--- src/rtl/core/cxs_pkg.sv ---
// ============================================================================
// cxs_pkg: shared constants and elaboration-time functions
// Matrix coefficients, datapath widths and the gamma threshold generator.
// ============================================================================
`default_nettype none

package cxs_pkg;

    localparam int GAMMA_INDEX_BITS_DEF = 12;

    // Width of a scaled gamma threshold: T (up to 2^32) times (2^16 - 1).
    localparam int THR_W = 49;

    // Divider geometry.
    localparam int DIV_NUM_W = 34;
    localparam int DIV_DEN_W = 16;

    // Signed widths of the colour matrix path.
    localparam int XYZ_W  = 35;
    localparam int COEF_W = 19;
    localparam int PROD_W = XYZ_W + COEF_W;
    localparam int SUM_W  = PROD_W + 2;

    typedef logic signed [COEF_W-1:0] coef_t;

    // sRGB D65 matrix in Q16, rows R, G, B; columns X, Y, Z.
    localparam coef_t M_RX = 19'sd212376;
    localparam coef_t M_RY = -19'sd100742;
    localparam coef_t M_RZ = -19'sd32676;
    localparam coef_t M_GX = -19'sd63498;
    localparam coef_t M_GY = 19'sd122932;
    localparam coef_t M_GZ = 19'sd2720;
    localparam coef_t M_BX = 19'sd3650;
    localparam coef_t M_BY = -19'sd13369;
    localparam coef_t M_BZ = 19'sd69272;

    // Products of Q32 values, truncated back to Q32.
    function automatic logic [127:0] qmul32(input logic [127:0] a, input logic [127:0] b);
        logic [127:0] p;
        p = a * b;
        return p >> 32;
    endfunction

    // Linear-light threshold of output code k, scaled by (2^gbits - 1).
    // Evaluated only at elaboration to fill constant tables.
    function automatic logic [THR_W-1:0] gamma_thr(input int k, input int gbits);
        logic [127:0] a;
        logic [127:0] a2;
        logic [127:0] r;
        logic [127:0] t;
        logic [127:0] p;
        logic [127:0] thr;
        logic [127:0] gmax;
        gmax = (128'd1 << gbits) - 128'd1;
        if (k == 0)
        begin
            thr = '0;
        end
        else if (k <= 10)
        begin
            thr = ((128'(k) * 128'd100) << 32) / 128'd329460;
        end
        else
        begin
            a = ((128'(k) * 128'd1000 + 128'd14025) << 32) / 128'd269025;
            if (a > 128'hFFFF_FFFF)
            begin
                a = 128'hFFFF_FFFF;
            end
            a2 = qmul32(a, a);
            r = '0;
            for (int s = 31; s >= 0; s--)
            begin
                t = r | (128'd1 << s);
                p = qmul32(qmul32(qmul32(qmul32(t, t), t), t), t);
                if (p <= a2)
                begin
                    r = t;
                end
            end
            thr = qmul32(a2, r);
        end
        return THR_W'(thr * gmax);
    endfunction

endpackage

`default_nettype wire

--- src/rtl/core/cxs_divider.sv ---
// ============================================================================
// cxs_divider: pipelined restoring divider
// One quotient bit per register stage; the stages advance only when en is high.
// ============================================================================
`default_nettype none

module cxs_divider #(
    parameter int NUM_W = cxs_pkg::DIV_NUM_W,
    parameter int DEN_W = cxs_pkg::DIV_DEN_W
) (
    input  wire logic             clk,
    input  wire logic             en,
    input  wire logic [NUM_W-1:0] num,
    input  wire logic [DEN_W-1:0] den,
    output logic      [NUM_W-1:0] quot
);

    logic [DEN_W-1:0] rem_reg  [NUM_W];
    logic [NUM_W-1:0] work_reg [NUM_W];
    logic [DEN_W-1:0] den_reg  [NUM_W];

    for (genvar i = 0; i < NUM_W; i++)
    begin : g_stage
        logic [DEN_W-1:0] rem_in;
        logic [NUM_W-1:0] work_in;
        logic [DEN_W-1:0] den_in;
        logic [DEN_W:0]   trial;
        logic [DEN_W:0]   diff;
        logic [DEN_W-1:0] rem_next;
        logic [NUM_W-1:0] work_next;

        if (i == 0)
        begin : g_first
            assign rem_in  = '0;
            assign work_in = num;
            assign den_in  = den;
        end
        else
        begin : g_rest
            assign rem_in  = rem_reg[i-1];
            assign work_in = work_reg[i-1];
            assign den_in  = den_reg[i-1];
        end

        assign trial = {rem_in, work_in[NUM_W-1]};
        assign diff  = trial - {1'b0, den_in};

        // For a non-zero divisor the remainder stays below it, so DEN_W bits hold it.
        always_comb
        begin
            if (trial >= {1'b0, den_in})
            begin
                rem_next  = diff[DEN_W-1:0];
                work_next = {work_in[NUM_W-2:0], 1'b1};
            end
            else
            begin
                rem_next  = trial[DEN_W-1:0];
                work_next = {work_in[NUM_W-2:0], 1'b0};
            end
        end

        always_ff @(posedge clk)
        begin
            if (en)
            begin
                rem_reg[i]  <= rem_next;
                work_reg[i] <= work_next;
                den_reg[i]  <= den_in;
            end
        end
    end

    assign quot = work_reg[NUM_W-1];

endmodule

`default_nettype wire

--- config.mk ---
export PLATFORM = sky130hd
export DESIGN_NAME = cxs_divider
export DESIGN_NICKNAME = d
export VERILOG_FILES = /design/src/rtl/core/cxs_pkg.sv /design/src/rtl/core/cxs_divider.sv
export SDC_FILE = /design/constraint.sdc
export NUM_CORES = 2
export LEC_CHECK = 0
export BUFFER_PORTS_ARGS = -buffer_cell sky130_fd_sc_hd__buf_2
export CAP_MARGIN = 20
export CORE_ASPECT_RATIO = 1.2
export CORE_MARGIN = 8
export CORE_UTILIZATION = 59
export CTS_BUF_LIST = sky130_fd_sc_hd__clkbuf_8
export DETAILED_ROUTE_END_ITERATION = 8
export PLACE_DENSITY = 0.81
export RECOVER_POWER = 50
export SYNTH_ARGS = -nofsm -noshare
export SYNTH_HDL_FRONTEND = slang
export SYNTH_SLANG_ARGS = --single-unit
--- constraint.sdc ---
create_clock -name clk -period 3.3 [get_ports clk]
set_clock_uncertainty 0.05 [all_clocks]
set_input_delay 0.66 -clock clk [delete_from_list [all_inputs] [get_ports clk]]
set_output_delay 0.66 -clock clk [all_outputs]
set_load 0.005 [all_outputs]
## After elaboration in Yosys (flattened, before gate mapping)

Memories as Yosys holds them, arrays and structs flattened.
Cells that the tools add are included.

| word-level totals | value |
|---|---|
| bits in registers | 0 |
| RAM bits | 2244 |
| output and inout port bits | 34 |
| word-level logic and storage cells | 141 |
| memories kept | 3 |

Memories:

| name | depth | bits a word | rd ports | clocked after memory_dff | write ports | RTL line | source |
|---|---|---|---|---|---|---|---|
| work_reg | 34 | 34 | 34 | 0 | 34 | cxs_divider.sv:19 | `logic [NUM_W-1:0] work_reg [NUM_W];` |
| den_reg | 34 | 16 | 33 | 0 | 34 | cxs_divider.sv:20 | `logic [DEN_W-1:0] den_reg [NUM_W];` |
| rem_reg | 34 | 16 | 33 | 0 | 34 | cxs_divider.sv:18 | `logic [DEN_W-1:0] rem_reg [NUM_W];` |

| operators by class | value |
|---|---|
| add/subtract/negate cells | 34 |
| magnitude comparators | 34 |
| muxes and demuxes | 70 |

Operator list:

| kind | number |
|---|---|
| 17-bit by 16-bit greater-or-equal comparator with 1-bit output | 33 |
| 16-bit two-way mux | 34 |
| 16-bit subtractor | 33 |
| 1-bit two-way mux | 36 |
| 1-bit by 16-bit greater-or-equal comparator with 1-bit output | 1 |
| 1-bit by 16-bit subtractor with 16-bit output | 1 |

## Logic depth before layout (Yosys ltp)

An unclocked memory read counts as a cell.

| logic depth | value |
|---|---|
| depth in word-level cells | 3 |
| depth in mapped cells | 13 |
| gate-level depth less buffers | 12 |

## Worst setup path after synthesis

Ideal clock, no wire load.

| timing | value |
|---|---|
| path kind | reg2reg |
| start point | memory den_reg[16][1] (netlist bit) |
| end point | memory rem_reg[17][10] (netlist bit), data pin |
| setup time | 260 ps |
| data arrival time | 2836 ps |
| required time | 2990 ps |
| slack | 153 ps |
| stages on the path, launching flop included | 13 |
| clock period less this slack | 3147 ps |
| cell sequence | edfxtp_1 inv_1 ha_1 nor2b_4 o21ai_2 a21boi_1 o31a_1 o31a_1 o21ai_1 nand2_1 a2111oi_4 buf_6 mux2_4 |

RTL lines:

| element | RTL line |
|---|---|
| from (decl) | cxs_divider.sv:20 |
| to (decl) | cxs_divider.sv:18 |

==> impl_metrics.yaml <==
sta:
  min_period_over_period_pct: 99.3
  final_period_minus_worst_setup_slack_ns: 3.28
  rsz_0062_raised_after_global_routing: "true"
  final-setup-viol-count: 0
  finalSetupTns_ns: 0
  post-route-worst-setup-slack_ns: 0.0229
  hold_violations: 0
  worst_slew_slack_as_a_fraction_of_its_limit_pct: 1.03
  timing.final.max_slew_violations: 0
  timing.hold.ws_ns: 0.288
  timing.fmax_ghz: 0.305
  worst_tran_pin_value_ns: 1.48
yosys:
  synthAdderAreaFrac_pct: 7.47
  edff_count_synth: 2212
  postSynthAreaPerCell_um2: 14.7
  netlist-cell-type-count: 94
  flip_flop_cell_with_the_highest_count_after_synthesis: "sky130_fd_sc_hd__edfxtp_1"
  post_synth_and_or_nand_nor_area_fraction_pct: 5.95
  async_flop_share_pct: 0
  yosysSeqAreaShare_pct: 68.2
  synth_cells: 6618
  synth-warning-count: 0
  postSynthNetCount: 7232
  synth_xor_xnor_area_share_pct: 3.41
  dominant_combinational_cell_family_by_area_after_synthesis: "compound AO/OA/AOI/OAI gates"
  synth.cell_area_mm2: 0.0973
  ys_ff_latch: 2212
  synth_area_in_compound_gates_pct: 7.79
  post_synth_mux_area_share_pct: 4.13
setup_path:
  reg2reg_setup_slack_ns: 0.02
  critPathMaxFanout: 9
  critical_path.startpoint: "rem_reg[6][9]$_DFFE_PP_"
  r2r_start: "rem_reg[6][9]$_DFFE_PP_"
  worst_ep_required_time_ns: 4.01
  crit_arrival_ns: 3.99
  timing_worst_setup_path_type: "flip-flop to flip-flop"
  setup.worst_path.end_class: "flip-flop"
  startpoint_type_of_the_worst_setup_path: "flip-flop"
drt:
  post_drt_wl_per_cell_um: 18.8
  route.detailed.drc: 0
  detail_route.iter0.violations: 3102
  drt_wl_total_um: 182000
  vias: 53641
  vias_per_cell: 5.56
  drt_pre_antenna_iters: 6
  antenna_violating_nets_left: 0
pwr:
  power.share.switching_pct: 32.2
  pwr-share-clk_pct: 21.6
  vdd_ir_drop_max_v: 0.000504
  power_switching_w: 0.0315
  power.internal_w: 0.0664
  total_leakage_power_nw: 42.5
  p_per_area_mw_per_mm2: 898
  power.sequential.fraction_pct: 42.1
  combPwrFrac_pct: 36.3
status:
  outcome: "finished clean"
die:
  chipWidth_um: 387
  die-area_mm2: 0.178
  io_pins: 86
  core_mm2: 0.164
  chipHeight_um: 461
  floorplan.rows: 163
  initial_util_pct: 59.3
finish:
  nFillCells: 11223
  postLayoutCoreUtil_pct: 66.4
  largest_register_ffs: 1156
  area.growth.synth_to_final_pct: 12.0
  drive_gt1_share_pct: 15.2
  final_net_count: 7867
clocking:
  cts_made_buffers: 350
  clkTransAtPathRegs_ns: 0.06
  clock_sink_count: 2212
  clock_path_buffers: 4
  htree_num_levels: 5
  clkLatencyLatePin_ns: 1.03
  cts-root-buf: "sky130_fd_sc_hd__clkbuf_8"
  cts_tree: "yes"
hold_path:
  min_path_type: "input port to flip-flop"
  min-delay-start: "num[8]"
job:
  drv.max_cap_violation_count: 0
global_routing:
  groute.usage.overall_pct: 20.0
  global_route.overflow_total: 0
  grt_max_degree: 126
  first_global_vias: 55555
  grt_antenna_before_repair: 3
  grt_first_pass_wirelength_um: 286000
placement:
  globalplace.congestion: 0.901
  dp_slack_ns: -0.209
  io_buffers: 85
  post-dp-hpwl_um: 128000
timing repair:
item                       CTS  global route
gates cloned                 0             1
setup endpoints to repair   22           226
hold endpoints to repair    79             0
gates resized for setup      6            43
pin swaps                    0            21
hold buffers                51             0
setup buffers                0            14
worst max-delay path, cell delays in order (launching register included):
cell,delay [ns]
sky130_fd_sc_hd__edfxtp_1,0.45
sky130_fd_sc_hd__ha_1,0.40
sky130_fd_sc_hd__nand3_1,0.15
sky130_fd_sc_hd__or2_2,0.37
sky130_fd_sc_hd__or4_1,0.60
sky130_fd_sc_hd__a41o_1,0.38
sky130_fd_sc_hd__buf_4,0.21
sky130_fd_sc_hd__o31ai_1,0.41
cell usage in the layout, fill, tap and decap left out, types with 51 or more instances in the layout:
master                          synthesis  routed
sky130_fd_sc_hd__edfxtp_1            2212    2212
sky130_fd_sc_hd__inv_1                678     766
sky130_fd_sc_hd__ha_1                 530     529
sky130_fd_sc_hd__clkbuf_8               0     357
sky130_fd_sc_hd__a21oi_1              353     349
sky130_fd_sc_hd__nor2_1               344     344
sky130_fd_sc_hd__mux2_2               283     283
sky130_fd_sc_hd__o21ai_0              289     279
sky130_fd_sc_hd__xnor2_1              276     276
sky130_fd_sc_hd__nand2_1              273     273
sky130_fd_sc_hd__buf_4                  3     140
sky130_fd_sc_hd__nor3_1               108     108
sky130_fd_sc_hd__a21o_1               106     106
sky130_fd_sc_hd__xor2_1               103     103
sky130_fd_sc_hd__nor2b_1              102      99
sky130_fd_sc_hd__nand2b_1              76      76
sky130_fd_sc_hd__o21a_1                75      75
sky130_fd_sc_hd__clkinv_2               0      74
sky130_fd_sc_hd__buf_2                 18      68
sky130_fd_sc_hd__nand4_1               66      66
sky130_fd_sc_hd__nand3_1               65      65
sky130_fd_sc_hd__clkinv_1               0      59
sky130_fd_sc_hd__dlygate4sd3_1          0      51
power by group through the flow:
stage                     clock [W]  combinational (W)  sequential [W]
final                        0.0212             0.0355          0.0412
after floorplan                   0             0.0263          0.0401
after global placement            0             0.0336          0.0417
after CTS                    0.0219             0.0349          0.0413
after detailed placement          0             0.0345          0.0418
after global routing         0.0231             0.0390          0.0416
final timing paths:
| kind | end | depth (start not counted) |
|---|---|---|
| worst max-delay path | rem_reg[7][12]$_DFFE_PP_ | 7 |
| worst min-delay path | work_reg[0][9]$_DFFE_PP_ | 2 |
| worst max register to register | rem_reg[7][12]$_DFFE_PP_ | 7 |
| worst min register to register | work_reg[14][3]$_DFFE_PP_ | 0 |
cell usage after synthesis (32+ instances only):
cell,n,area (µm²)
sky130_fd_sc_hd__a21o_1,106,796
sky130_fd_sc_hd__nand2b_1,76,475
sky130_fd_sc_hd__nor2_1,344,1290
sky130_fd_sc_hd__a31oi_1,34,213
sky130_fd_sc_hd__nand4_1,66,413
sky130_fd_sc_hd__nand2_1,273,1020
sky130_fd_sc_hd__xnor2_1,276,2420
sky130_fd_sc_hd__o21ai_0,289,1450
sky130_fd_sc_hd__mux2i_1,49,490
sky130_fd_sc_hd__o21a_1,75,563
sky130_fd_sc_hd__edfxtp_1,2212,66400
sky130_fd_sc_hd__nor2b_1,102,638
sky130_fd_sc_hd__xor2_1,103,902
sky130_fd_sc_hd__nor3_1,108,541
sky130_fd_sc_hd__a21oi_1,353,1770
sky130_fd_sc_hd__clkbuf_1,37,139
sky130_fd_sc_hd__inv_1,678,2540
sky130_fd_sc_hd__fa_1,32,641
sky130_fd_sc_hd__ha_1,530,6630
sky130_fd_sc_hd__mux2_2,283,3190
sky130_fd_sc_hd__nand3_1,65,325
layer usage:
layer	up-vias	global-route usage [%]	wire length, µm
met4	2	9.64	8390
met1	25926	21.6	68900
met3	484	3.51	7370
met2	1298	37.7	97000
li1	25931	-	-
met5	-	0	17
through the flow:
stage	instances	cell area, µm²	power, W
detailed placement	8979	102000	0.0763
global placement	8979	102000	0.0752
global route	9649	109000	0.104
CTS	9632	109000	0.0981
floorplan	6618	97300	0.0664
finish	9649	109000	0.0979
logic make-up (layout without fill, tap and decap cells):
kind of cell	Yosys count	in the layout
AOI/OAI and AO/OA	1175	1175
other	0	1
buffers and inverters	748	1633
adders and majority gates	562	562
DFF	2212	2212
and+or+nand+nor	1186	1186
xor gates and xnor gates	379	379
muxes	356	356
cell type report:
cell class,count,area [µm²],share of cell area [%]
Sequential cell,2212,66400,60.9
Inverter,678,2540,2.33
Clock buffer,357,4910,4.51
Tap cell,2145,2680,2.46
Antenna cell,1,2.50,0.00230
Multi-Input combinational cell,3658,28200,25.9
Clock inverter,245,1360,1.25
Timing Repair Buffer,353,2890,2.65
Note: power is estimated with default switching activity, not from simulation.
